--- config.mk ---
export PLATFORM = sky130hd
export DESIGN_NAME = signed_restoring_divider_8bit_flat
export DESIGN_NICKNAME = d
export VERILOG_FILES = /design/src/rtl/core/sdiv_pkg.sv /design/src/rtl/core/sdiv_channels.sv /design/src/rtl/core/sdiv_step.sv /design/src/rtl/core/signed_restoring_divider_8bit.sv /design/src/flat_wrapper.sv
export SDC_FILE = /design/constraint.sdc
export NUM_CORES = 1
export LEC_CHECK = 0
export BUFFER_PORTS_ARGS = -buffer_cell sky130_fd_sc_hd__buf_2
export CORE_ASPECT_RATIO = 0.8
export CORE_UTILIZATION = 50
export DETAILED_ROUTE_END_ITERATION = 10
export PLACE_DENSITY = 0.77
export RECOVER_POWER = 50
export SKIP_CTS_REPAIR_TIMING = 1
export SLEW_MARGIN = 20
export SYNTH_ARGS = -nofsm -noshare
export SYNTH_HDL_FRONTEND = slang
export SYNTH_SLANG_ARGS = --single-unit
--- constraint.sdc ---
create_clock -name clock -period 9.26 [get_ports clock]
set_input_delay 0.926 -clock clock [delete_from_list [all_inputs] [get_ports clock]]
set_output_delay 0.926 -clock clock [all_outputs]
set_load 0.01 [all_outputs]
--- src/rtl/core/sdiv_pkg.sv ---
`timescale 1ns / 1ps

package sdiv_pkg;

   // Per-item control that rides down the pipeline with the data.
   typedef struct packed {
      logic valid;         // stage holds a live item
      logic quotient_neg;  // operand signs differ
      logic remainder_neg; // dividend is negative
   } sdiv_ctl_type;

   localparam sdiv_ctl_type CTL_IDLE = '{valid: 1'b0, quotient_neg: 1'b0, remainder_neg: 1'b0};

endpackage

--- src/rtl/core/sdiv_channels.sv ---
`timescale 1ns / 1ps

// Operand channel: dividend and divisor.
interface sdiv_req_if #(
   parameter int DATA_WIDTH = 8
);
   logic                         valid;
   logic                         ready;
   logic signed [DATA_WIDTH-1:0] dividend;
   logic signed [DATA_WIDTH-1:0] divisor;

   modport source (output valid, output dividend, output divisor, input ready);
   modport sink   (input valid, input dividend, input divisor, output ready);
endinterface

// Result channel: quotient and remainder.
interface sdiv_rsp_if #(
   parameter int DATA_WIDTH = 8
);
   logic                         valid;
   logic                         ready;
   logic signed [DATA_WIDTH-1:0] quotient;
   logic signed [DATA_WIDTH-1:0] remainder;

   modport source (output valid, output quotient, output remainder, input ready);
   modport sink   (input valid, input quotient, input remainder, output ready);
endinterface

--- src/rtl/core/sdiv_step.sv ---
`timescale 1ns / 1ps

// One registered restoring step: shift A:Q left, trial-subtract M, keep or restore.
module sdiv_step #(
   parameter int DATA_WIDTH = 8
) (
   input  logic                       clock,
   input  logic                       reset,
   input  logic                       advance,
   input  sdiv_pkg::sdiv_ctl_type     ctl_i,
   input  logic [DATA_WIDTH-1:0]      acc_i,
   input  logic [DATA_WIDTH-1:0]      q_i,
   input  logic [DATA_WIDTH-1:0]      m_i,
   output sdiv_pkg::sdiv_ctl_type     ctl_o,
   output logic [DATA_WIDTH-1:0]      acc_o,
   output logic [DATA_WIDTH-1:0]      q_o,
   output logic [DATA_WIDTH-1:0]      m_o
);

   sdiv_pkg::sdiv_ctl_type  ctl_ff;
   logic [DATA_WIDTH-1:0]   acc_ff, acc_in;
   logic [DATA_WIDTH-1:0]   q_ff, q_in;
   logic [DATA_WIDTH-1:0]   m_ff;
   logic [DATA_WIDTH-1:0]   shifted;
   logic [DATA_WIDTH-1:0]   diff;

   always_comb begin
      shifted = {acc_i[DATA_WIDTH-2:0], q_i[DATA_WIDTH-1]};
      diff    = shifted - m_i;
      // negative trial result: restore, which is just the shifted value
      acc_in  = diff[DATA_WIDTH-1] ? shifted : diff;
      q_in    = {q_i[DATA_WIDTH-2:0], ~diff[DATA_WIDTH-1]};
   end

   always_ff @(posedge clock) begin
      if (reset) begin
         ctl_ff <= sdiv_pkg::CTL_IDLE;
      end else if (advance) begin
         ctl_ff <= ctl_i;
      end
   end

   always_ff @(posedge clock) begin
      if (advance) begin
         acc_ff <= acc_in;
         q_ff   <= q_in;
         m_ff   <= m_i;
      end
   end

   assign ctl_o = ctl_ff;
   assign acc_o = acc_ff;
   assign q_o   = q_ff;
   assign m_o   = m_ff;

endmodule

--- src/rtl/core/signed_restoring_divider_8bit.sv ---
`timescale 1ns / 1ps

// Signed restoring divider, DATA_WIDTH-bit two's complement operands.
// req_chan carries dividend and divisor; rsp_chan returns quotient (truncated
// toward zero, wraps on most-negative / -1) and remainder (dividend's sign).
// A zero divisor is not flagged; the steps run as usual.
// From an operand transfer to its result: an input register takes operand
// magnitudes, one pipeline stage per quotient bit (one subtractor each), and
// the output register takes the result after the signs are applied.
// Throughput: one transfer per cycle in each direction while rsp_chan.ready
// is high.
// Stall: the whole pipeline holds while a result waits and rsp_chan.ready is
// low; req_chan.ready drops with it, so nothing is dropped or repeated.
// Empty slots in the pipeline keep moving whenever the output is free.
// Reset (synchronous, active high) clears all valid bits; data registers are
// not reset.
module signed_restoring_divider_8bit #(
   parameter int DATA_WIDTH = 8
) (
   input  logic      clock,
   input  logic      reset,
   sdiv_req_if.sink  req_chan,
   sdiv_rsp_if.source rsp_chan
);

   // whole pipeline moves when the output slot is empty or being taken
   logic advance;

   // stage 0 = magnitudes; stage k = after k restoring steps
   sdiv_pkg::sdiv_ctl_type ctl_pipe [0:DATA_WIDTH];
   logic [DATA_WIDTH-1:0]  acc_pipe [0:DATA_WIDTH];
   logic [DATA_WIDTH-1:0]  q_pipe   [0:DATA_WIDTH];
   logic [DATA_WIDTH-1:0]  m_pipe   [0:DATA_WIDTH];

   // input stage
   sdiv_pkg::sdiv_ctl_type ctl0_ff, ctl0_in;
   logic [DATA_WIDTH-1:0]  q0_ff, q0_in;
   logic [DATA_WIDTH-1:0]  m0_ff, m0_in;

   // output register
   logic                   rsp_valid_ff;
   logic [DATA_WIDTH-1:0]  quotient_ff, quotient_in;
   logic [DATA_WIDTH-1:0]  remainder_ff, remainder_in;

   assign advance        = !rsp_valid_ff || rsp_chan.ready;
   assign req_chan.ready = advance;

   always_comb begin
      ctl0_in.valid         = req_chan.valid;
      ctl0_in.quotient_neg  = req_chan.dividend[DATA_WIDTH-1] ^ req_chan.divisor[DATA_WIDTH-1];
      ctl0_in.remainder_neg = req_chan.dividend[DATA_WIDTH-1];
      // most negative value negates to itself and is then read as unsigned
      q0_in = req_chan.dividend[DATA_WIDTH-1] ? DATA_WIDTH'(-req_chan.dividend)
                                              : DATA_WIDTH'(req_chan.dividend);
      m0_in = req_chan.divisor[DATA_WIDTH-1]  ? DATA_WIDTH'(-req_chan.divisor)
                                              : DATA_WIDTH'(req_chan.divisor);
   end

   always_ff @(posedge clock) begin
      if (reset) begin
         ctl0_ff <= sdiv_pkg::CTL_IDLE;
      end else if (advance) begin
         ctl0_ff <= ctl0_in;
      end
   end

   always_ff @(posedge clock) begin
      if (advance) begin
         q0_ff <= q0_in;
         m0_ff <= m0_in;
      end
   end

   assign ctl_pipe[0] = ctl0_ff;
   assign acc_pipe[0] = '0;
   assign q_pipe[0]   = q0_ff;
   assign m_pipe[0]   = m0_ff;

   // one stage per quotient bit, MSB first
   for (genvar k = 0; k < DATA_WIDTH; k++) begin : g_step
      sdiv_step #(
         .DATA_WIDTH (DATA_WIDTH)
      ) u_step (
         .clock   (clock),
         .reset   (reset),
         .advance (advance),
         .ctl_i   (ctl_pipe[k]),
         .acc_i   (acc_pipe[k]),
         .q_i     (q_pipe[k]),
         .m_i     (m_pipe[k]),
         .ctl_o   (ctl_pipe[k+1]),
         .acc_o   (acc_pipe[k+1]),
         .q_o     (q_pipe[k+1]),
         .m_o     (m_pipe[k+1])
      );
   end

   // sign fix-up: negate quotient on differing signs, remainder follows dividend
   always_comb begin
      quotient_in  = ctl_pipe[DATA_WIDTH].quotient_neg  ? (~q_pipe[DATA_WIDTH] + 1'b1)
                                                        : q_pipe[DATA_WIDTH];
      remainder_in = ctl_pipe[DATA_WIDTH].remainder_neg ? (~acc_pipe[DATA_WIDTH] + 1'b1)
                                                        : acc_pipe[DATA_WIDTH];
   end

   always_ff @(posedge clock) begin
      if (reset) begin
         rsp_valid_ff <= 1'b0;
      end else if (advance) begin
         rsp_valid_ff <= ctl_pipe[DATA_WIDTH].valid;
      end
   end

   always_ff @(posedge clock) begin
      if (advance) begin
         quotient_ff  <= quotient_in;
         remainder_ff <= remainder_in;
      end
   end

   assign rsp_chan.valid     = rsp_valid_ff;
   assign rsp_chan.quotient  = quotient_ff;
   assign rsp_chan.remainder = remainder_ff;

endmodule
--- src/flat_wrapper.sv ---
// flat-port wrapper written by rule: the top's interface ports become plain ports
module signed_restoring_divider_8bit_flat 
#(
   parameter int DATA_WIDTH = 8
)
  (clock, reset, req_chan_valid, req_chan_dividend, req_chan_divisor, req_chan_ready, rsp_chan_valid, rsp_chan_quotient, rsp_chan_remainder, rsp_chan_ready);
  sdiv_req_if #(.DATA_WIDTH(DATA_WIDTH)) req_chan_i ();
  sdiv_rsp_if #(.DATA_WIDTH(DATA_WIDTH)) rsp_chan_i ();
  input  logic clock;
  input  logic reset;
  input wire logic [$bits(req_chan_i.valid)-1:0] req_chan_valid;
  input wire logic [$bits(req_chan_i.dividend)-1:0] req_chan_dividend;
  input wire logic [$bits(req_chan_i.divisor)-1:0] req_chan_divisor;
  output wire logic [$bits(req_chan_i.ready)-1:0] req_chan_ready;
  output wire logic [$bits(rsp_chan_i.valid)-1:0] rsp_chan_valid;
  output wire logic [$bits(rsp_chan_i.quotient)-1:0] rsp_chan_quotient;
  output wire logic [$bits(rsp_chan_i.remainder)-1:0] rsp_chan_remainder;
  input wire logic [$bits(rsp_chan_i.ready)-1:0] rsp_chan_ready;
  assign req_chan_i.valid = req_chan_valid;
  assign req_chan_i.dividend = req_chan_dividend;
  assign req_chan_i.divisor = req_chan_divisor;
  assign req_chan_ready = req_chan_i.ready;
  assign rsp_chan_valid = rsp_chan_i.valid;
  assign rsp_chan_quotient = rsp_chan_i.quotient;
  assign rsp_chan_remainder = rsp_chan_i.remainder;
  assign rsp_chan_i.ready = rsp_chan_ready;
  signed_restoring_divider_8bit #(.DATA_WIDTH(DATA_WIDTH)) u_core (.clock(clock), .reset(reset), .req_chan(req_chan_i), .rsp_chan(rsp_chan_i));
endmodule
# Word-level counts from Yosys, hierarchy flattened
# Cells that the tools add are included.
dict set report totals {
  regBits 237
  inputBits 20
  out_inout_bits 18
  wordCells 96
}
dict set report op_classes {
  add_sub_neg 12
  n_mux 12
  bitwise 11
  reduce_logical 2
}
# cell n
set ops {}
lappend ops {{$mux W7} 9}
lappend ops {{$sub A8 B8 Y8} 7}
lappend ops {{$add A8 B1 Y8 const B} 2}
lappend ops {{$mux W8} 2}
lappend ops {{$neg A8 Y8} 2}
lappend ops {{$not A8 Y8} 2}
lappend ops {{$not A1 Y1} 8}
lappend ops {{$sub A1 B8 Y8} 1}
lappend ops {{$logic_not A1 Y1} 1}
lappend ops {{$logic_or A1 B1 Y1} 1}
lappend ops {{$mux W1} 1}
lappend ops {{$xor A1 B1 Y1} 1}

# Depth between registers and ports, before layout
# Gate-level depths: netlist of the first run.
dict set report depth {
  depth_word 3
  mapped_depth 9
}

# By module
# From an unflattened synthesis of the first run, not the netlist that was laid out.
dict set report hier_totals {
  cells_unflattened 824
  area_unflattened_um2 11925.2
}
# mod instances cells_each area_each_um2 seq_area_each_um2
set by_module_without_submodules {}
lappend by_module_without_submodules {{sdiv_step (u_core.g_step[1].u_step ...)} 5 87 1260.0 780.7}
lappend by_module_without_submodules {{sdiv_step (u_core.g_step[0].u_step ...)} 3 86 1297.5 780.7}
lappend by_module_without_submodules {signed_restoring_divider_8bit 1 131 1732.9 1041.0}

# Worst setup path before layout of the first run
# OpenSTA, ideal clock, no wires.
dict set report synth_timing {
  kind {input to output}
  start {input port rsp_chan_ready}
  end {output port req_chan_ready}
  t_arrival_ns 7.144
  required_ns 8.334
  setup_slack_ns 1.190
  stages 4
  path_buffers 2
  cell_sequence {nor2b_1 clkbuf_1 inv_1 clkbuf_1}
}
dict set report synth_between {
  elab_chain_len 1
}
# element line_no
set synth_rtl {}
lappend synth_rtl {{start: declaration} flat_wrapper.sv:18} ;# input wire logic [$bits(rsp_chan_i.ready)-1:0] rsp_chan_ready;
lappend synth_rtl {{$logic_or A1 B1 Y1} signed_restoring_divider_8bit.sv:45} ;# assign advance = !rsp_valid_ff || rsp_chan.ready;
lappend synth_rtl {{end: declaration} flat_wrapper.sv:14} ;# output wire logic [$bits(req_chan_i.ready)-1:0] req_chan_ready;
# No other way between the ends.

# Final worst setup path of the first run
# Same ends and word-level chain as after synthesis.

==> flow_metrics.env, run 1 <==
export IMPL_portBuffers=37
export IMPL_hold_class="reg -> reg"
export IMPL_ioPinCount=38
export IMPL_cp_arrival_ns=2.97
export IMPL_syn_area_per_cell_um2=13.9
export IMPL_first_global_vias=5777
export IMPL_yosys_area_top_type="edfxtp_1"
export IMPL_rsz0062_at_grt="no"
export IMPL_critPathMaxStageDelay_ns=0.92
export IMPL_regArea_um2=6840
export IMPL_drv_slew=0
export IMPL_max_vdd_ir_drop_mv=0.141
export IMPL_drt_wirelength_per_cell_um=13.0
export IMPL_worst_setup_path_end_kind="primary output"
export IMPL_place_gp_congestion=0.778
export IMPL_fp_dieW_um=169
export IMPL_antenna_left=0
export IMPL_clock_root_buffer="clkbuf_16"
export IMPL_path_class="in -> out"
export IMPL_multi_input_area_um2=3950
export IMPL_finalCriticalPeriod_ns=3.90
export IMPL_core_area_um2=21700
export IMPL_reg2regPathDepth=4
export IMPL_synth_top_area_share=0.561
export IMPL_synth_warnings=0
export IMPL_reg2reg_to="u_core.g_step[1].u_step.acc_o[6]"
export IMPL_cts_sinks=237
export IMPL_yosys_top_cells_area="edfxtp_1 (56%), ha_1 (6.2%), dfxtp_1 (5.0%), mux2_4 (4.0%), xnor2_1 (2.8%)"
export IMPL_nFillCells=1754
export IMPL_wl_met2_mm=7.79
export IMPL_layout_cells_non_filler=1174
export IMPL_drive_above_1_share=0.128
export IMPL_nets=940
export IMPL_setup_viol_count_final=0
export IMPL_fmax_mhz=257
export IMPL_startpoint_type="input pin"
export IMPL_final_common_cell="edfxtp_1"
export IMPL_yosysUniqueCellTypes=52
export IMPL_cp_top_family="buffers and inverters"
export IMPL_required_ns=8.33
export IMPL_drt_wl_total_mm=15.2
export IMPL_ys_seq_elements=237
export IMPL_fin_skew_ns=0.0212
export IMPL_netlist_area_um2=11200
export IMPL_grt_first_pass_wirelength_mm=25.9
export IMPL_critical_path_most_common_cell="buf_2"
export IMPL_cellLeakagePower_nw=4.99
export IMPL_power_density_nw_per_um2=275
export IMPL_crit_cells=5
export IMPL_rows=48
export IMPL_drtPass1Iterations=4
export IMPL_rr_startpoint="u_core.rsp_chan.valid"
export IMPL_synth_edf_count=209
export IMPL_maxCapViolCount=0
export IMPL_antenna_found_initial=0
export IMPL_critPathSlowestCell="clkbuf_1"
export IMPL_synthCells=806
export IMPL_route_met3_wl_um=512
export IMPL_vias_per_cell=5.08
export IMPL_post_place_cells=1132
export IMPL_placed_area_um2=11700
export IMPL_areaGrowthSynthToFinish_pct=10.5
export IMPL_path_max_fanout=153
export IMPL_drt_met1_wl_mm=6.52
export IMPL_cp_num_buf_inv=4
export IMPL_drc_errors=0
export IMPL_tightest_slew_ns=1.26
export IMPL_mostFrequentLayoutCells="edfxtp_1 (209), nand2_1 (77), inv_1 (74), ha_1 (55), a21oi_1 (53)"
export IMPL_top_layer="met4"
export IMPL_cts_buffers=24
export IMPL_hold_violations=0
export IMPL_cts_tree="yes"
export IMPL_grt_overflow=0
export IMPL_die_area_um2=23000
export IMPL_synth_ff_type="edfxtp_1"
export IMPL_yosysSeqAreaShare=0.611
export IMPL_cts_htree_levels=1
export IMPL_fp_dieH_um=136
export IMPL_ctsLongestPathBuffers=3
export IMPL_synth_nets=888
export IMPL_r2r_slack_ns=6.11
export IMPL_drtIter0Drc=320
export IMPL_timing_critical_path_to="req_chan_ready"
export IMPL_startpoint="rsp_chan_ready"
export IMPL_initial_core_util=0.514
export IMPL_clk_pin_slew_ns=0.06
export IMPL_clk_latency_ns=0.53
export IMPL_hpwlAfterDp_mm=10.2
export IMPL_finalSetupTns_ns=0
export IMPL_status="completed"
export IMPL_slew_headroom=0.160
export IMPL_grt_usage=0.137
export IMPL_insertedDiodeCount=0
export IMPL_grt_max_degree=154
export IMPL_async_flop_share=0
export IMPL_vias=5963
export IMPL_cp_cell_sequence="buf_2, nor2b_2, clkbuf_1, inv_8, buf_2"
export IMPL_final_area_um2=12400
export IMPL_fin_crit_sh=0.421
## worst register-to-register path, cell delays in order, from the launching register on
cell and delay [ns]:
dfxtp_1 0.30, nor2b_2 0.14, clkbuf_1 0.49, inv_8 0.88, buf_4 0.91
## state kept, by name, summed over array words and instances, names as in the netlist
| signal | flops |
|---|---|
| u_core.g_step.u_step.q_o | 64 |
| u_core.g_step.u_step.m_o | 56 |
| u_core.rsp_chan.valid | 1 |
| u_core.ctl0_ff | 3 |
| u_core.q0_ff | 8 |
| u_core.rsp_chan.remainder | 8 |
| u_core.g_step.u_step.acc_o | 57 |
| u_core.m0_ff | 8 |
| u_core.g_step.u_step.ctl_o | 24 |
| u_core.rsp_chan.quotient | 8 |
## final cells by class
cell class                 instances  area share
sequential                       237       0.553
multi-input combinational        481       0.320
clock buffer                      36      0.0549
tap                              300      0.0304
inverter                          75      0.0234
timing repair buffer              39      0.0141
clock inverter                     6     0.00445
## cells by family after synthesis
kind of cell | count (synthesis) | synth area share
compound gates | 131 | 0.0837
xor+xnor | 60 | 0.0631
fa+ha+maj | 62 | 0.0741
buf+inv | 88 | 0.0296
flops | 237 | 0.611
mux | 54 | 0.0624
simple gates | 174 | 0.0757
## power breakdown
part           switching, mW  internal [mW]  leakage [nW]  total, mW
combinational          0.483          0.509          2.06      0.992
sequential            0.0936           1.42          2.56       1.51
clock                  0.380          0.508         0.363      0.888
## cells in the mapped netlist (12+ instances only)
master and number:
a21oi_1 52, dfxtp_1 28, edfxtp_1 209, ha_1 55, inv_1 75, mux2_4 30
mux2i_1 18, nand2_1 77, nand2b_1 12, nor2_1 29, o21ai_0 16, xnor2_1 36
xor2_1 12
## metal layers
| layer | track usage | vias up |
|---|---|---|
| met5 | 0 | - |
| met4 | 0.0490 | 0 |
| met3 | 0.0251 | 34 |
| met2 | 0.253 | 97 |
| met1 | 0.161 | 2823 |
| li1 | - | 3009 |
## stage by stage
step	hold WS [ns]	setup slack [ns]	util	power, mW
floorplan	0.400	1.19	-	2.36
global placement	0.402	5.92	0.539	2.51
detailed placement	0.405	5.90	0.539	2.56
CTS	0.417	6.05	0.573	3.46
global route	0.422	5.11	0.568	3.59
finish	0.416	5.36	0.568	3.39
## worst min-delay path by stage
stage | from | to | slack (ns) | depth (start not counted)
finish | u_core.q0_ff[4] | u_core.g_step[0].u_step.q_o[5] | 0.42 | 0
global route | u_core.g_step[0].u_step.q_o[0] | u_core.g_step[1].u_step.q_o[1] | 0.42 | 0
CTS | u_core.g_step[3].u_step.q_o[2] | u_core.g_step[4].u_step.q_o[3] | 0.42 | 0
detailed placement | u_core.g_step[0].u_step.q_o[4] | u_core.g_step[1].u_step.q_o[5] | 0.40 | 0
global placement | u_core.q0_ff[6] | u_core.g_step[0].u_step.q_o[7] | 0.40 | 0
floorplan | u_core.q0_ff[0] | u_core.g_step[0].u_step.q_o[1] | 0.40 | 0
Note: power is estimated with default switching activity, not from simulation.
==> run 2: changes to the inputs <==
--- a/config.mk
+++ b/config.mk
@@ -5,11 +5,12 @@
 export SDC_FILE = /design/constraint.sdc
 export NUM_CORES = 1
 export LEC_CHECK = 0
+export ABC_AREA = 1
 export BUFFER_PORTS_ARGS = -buffer_cell sky130_fd_sc_hd__buf_2
 export CORE_ASPECT_RATIO = 0.8
 export CORE_UTILIZATION = 50
 export DETAILED_ROUTE_END_ITERATION = 10
-export PLACE_DENSITY = 0.77
+export PLACE_DENSITY = 0.8
 export RECOVER_POWER = 50
 export SKIP_CTS_REPAIR_TIMING = 1
 export SLEW_MARGIN = 20
==> constraint.sdc (replaced) <==
create_clock -name clock -period 3.4 [get_ports clock]
set_input_delay 0.34 -clock clock [delete_from_list [all_inputs] [get_ports clock]]
set_output_delay 0.34 -clock clock [all_outputs]
set_load 0.01 [all_outputs]
==> run 2 against run 1 <==
  * Total power rose to 2.9 times the previous value
  * Setup slack worse by 4.2 ns
  * Sequential power rose to 2.7 times the previous value
  * Critical path depth fell by 1
  * Clock power increased to 3.1 times the previous value
  * Register-to-register slack worse by 4.7 ns
  * Clock skew decreased by 0.0095 ns
  * Count of clock-buffer cells in the layout decreased by 9
  * Via count is 28% higher
  * Critical endpoint unchanged
  * Worst hold slack worse by 0.35 ns
  * Flip-flop and latch count did not move
  * Non-clock buffer count grew 4
  * Largest cell class unchanged
==> flow_metrics.env, run 2 <==
export IMPL_synth_compound_area_frac=0.0313
export IMPL_fp_dieW_um=174
export IMPL_vias=7658
export IMPL_critPathMaxStageDelay_ns=0.35
export IMPL_fin_crit_sh=0.659
export IMPL_synth_warnings=0
export IMPL_largest_reg_flops=64
export IMPL_yosys_area_top_type="edfxtp_1"
export IMPL_grt_usage=0.167
export IMPL_rows=49
export IMPL_rsz0062_at_grt="no"
export IMPL_finalSetupTns_ns=0
export IMPL_final_common_cell="nand2_1"
export IMPL_portBuffers=37
export IMPL_synth_most_common_cell="nand2_1"
export IMPL_ioPinCount=38
export IMPL_synth_top_family_by_area="simple AND/OR/NAND/NOR gates"
export IMPL_cp_arrival_ns=1.90
export IMPL_drt_wl_total_mm=20.0
export IMPL_post_place_cells=1484
export IMPL_cellLeakagePower_nw=6.06
export IMPL_cp_cell_sequence="inv_1, nor2_1, inv_8, buf_2"
export IMPL_antenna_left=0
export IMPL_clk_latency_ns=0.52
export IMPL_clock_root_buffer="clkbuf_16"
export IMPL_synth_xor_area_frac=0.0311
export IMPL_antenna_found_initial=0
export IMPL_synth_ff_type="edfxtp_1"
export IMPL_synth_adder_area_share=0.0702
export IMPL_drt_wirelength_per_cell_um=13.1
export IMPL_drive_above_1_share=0.114
export IMPL_core_area_um2=22800
export IMPL_grt_first_pass_wirelength_mm=33.8
export IMPL_first_global_vias=7436
export IMPL_hold_slack_ns=0.0709
export IMPL_power_density_nw_per_um2=735
export IMPL_vias_per_cell=5.02
export IMPL_fp_dieH_um=139
export IMPL_finalCriticalPeriod_ns=2.24
export IMPL_synthTopCellsByCount="nand2_1 (316), edfxtp_1 (209), inv_1 (176), nand3_1 (97), ha_1 (55)"
export IMPL_status="completed"
export IMPL_multi_input_area_um2=4240
export IMPL_startpoint_type="flop"
export IMPL_place_gp_congestion=0.895
export IMPL_drtPass1Iterations=5
export IMPL_hpwlAfterDp_mm=14.4
export IMPL_drv_slew=0
export IMPL_slew_headroom=0.300
export IMPL_path_max_fanout=118
export IMPL_hold_violations=0
export IMPL_nFillCells=1866
export IMPL_hold_class="in -> reg"
export IMPL_grt_overflow=0
export IMPL_tightest_slew_ns=1.05
export IMPL_yosys_top_cells_area="edfxtp_1 (53%), nand2_1 (10%), ha_1 (5.8%), inv_1 (5.6%), dfxtp_1 (4.8%)"
export IMPL_path_class="reg -> out"
export IMPL_required_ns=3.06
export IMPL_synthCells=1145
export IMPL_drtIter0Drc=430
export IMPL_final_area_um2=13200
export IMPL_synth_mux_area_frac=0
export IMPL_insertedDiodeCount=0
export IMPL_yosysUniqueCellTypes=38
export IMPL_max_vdd_ir_drop_mv=0.366
export IMPL_placed_area_um2=12400
export IMPL_maxCapViolCount=0
export IMPL_clk_pin_slew_ns=0.06
export IMPL_regArea_um2=6840
export IMPL_cts_sinks=237
export IMPL_grt_max_degree=119
export IMPL_ctsLongestPathBuffers=3
export IMPL_layout_cells_non_filler=1525
export IMPL_fin_skew_ns=0.0117
export IMPL_cts_buffers=23
export IMPL_areaGrowthSynthToFinish_pct=11.6
export IMPL_synthSimpleGateAreaFrac=0.227
export IMPL_ys_seq_elements=237
export IMPL_mostFrequentLayoutCells="nand2_1 (316), edfxtp_1 (209), inv_1 (176), nand3_1 (97), ha_1 (55)"
export IMPL_setup_viol_count_final=0
export IMPL_cts_htree_levels=1
export IMPL_yosysSeqAreaShare=0.579
export IMPL_fmax_mhz=447
export IMPL_cts_tree="yes"
export IMPL_synth_nets=1227
export IMPL_drc_errors=0
export IMPL_worst_setup_path_end_kind="primary output"
export IMPL_nets=1285
export IMPL_die_area_um2=24200
export IMPL_critPathSlowestCell="dfxtp_1"
export IMPL_initial_core_util=0.517
export IMPL_synth_top_area_share=0.532
export IMPL_netlist_area_um2=11800
export IMPL_syn_area_per_cell_um2=10.3
export IMPL_async_flop_share=0
export IMPL_synth_edf_count=209
run 2: path summary, 6_finish.rpt:
kind                                                startpoint                          endpoint  slack (ns)  cells after the start
worst min register to register  u_core.g_step[3].u_step.q_o[0]    u_core.g_step[4].u_step.q_o[1]        0.41                      0
worst min-delay path                            req_chan_valid                 u_core.ctl0_ff[2]        0.07                      3
worst max register to register           u_core.rsp_chan.valid  u_core.g_step[5].u_step.ctl_o[1]        1.39                      5
worst max-delay path                     u_core.rsp_chan.valid                    req_chan_ready        1.16                      4
run 2: area by class of cell:
cell class	instances	area share
clock buffer	27	0.0449
clock inverter	14	0.0165
inverter	179	0.0516
multi-input combinational	719	0.322
sequential	237	0.519
tap	306	0.0291
timing repair buffer	43	0.0163
run 2: report_power, final:
group	switching, mW	leakage (nW)	internal, mW
Combinational	1.79	3.09	1.07
Sequential	0.263	2.58	3.83
Clock	1.08	0.391	1.64
Total	3.14	6.06	6.54
run 2: stage by stage:
step / utilization / power, mW / worst slack (ns)
after floorplan: - / 6.33 / 0.955
after detailed placement: 0.543 / 6.98 / 1.48
after CTS: 0.579 / 9.73 / 1.21
final: 0.577 / 9.68 / 1.16
after global placement: 0.543 / 6.86 / 1.53
after global routing: 0.577 / 10.3 / 1.10
run 2: cell families (layout without fill, tap and decap cells):
family	Yosys count	count (layout)
adders and majority gates	62	62
buffers and inverters	189	263
DFF	237	237
AOI/OAI and AO/OA	56	56
xor gates and xnor gates	41	41
and+or+nand+nor	560	560
run 2: critical path, delay by kind of cell (launching register included):
kind                   cells  cell delay, ns
buffers and inverters      3            0.62
flip-flops                 1            0.35
AND/OR/NAND/NOR            1            0.34
run 2: metal layers:
layer  vias to the layer above  wire (um)  part of all wire  track usage
met2                       127       9580              0.48        0.291
li1                       3890          -                 -            -
met1                      3602       9250              0.46        0.222
met3                        39        729             0.037       0.0238
met5                         -          0                 0            0
met4                         0        412             0.021       0.0392
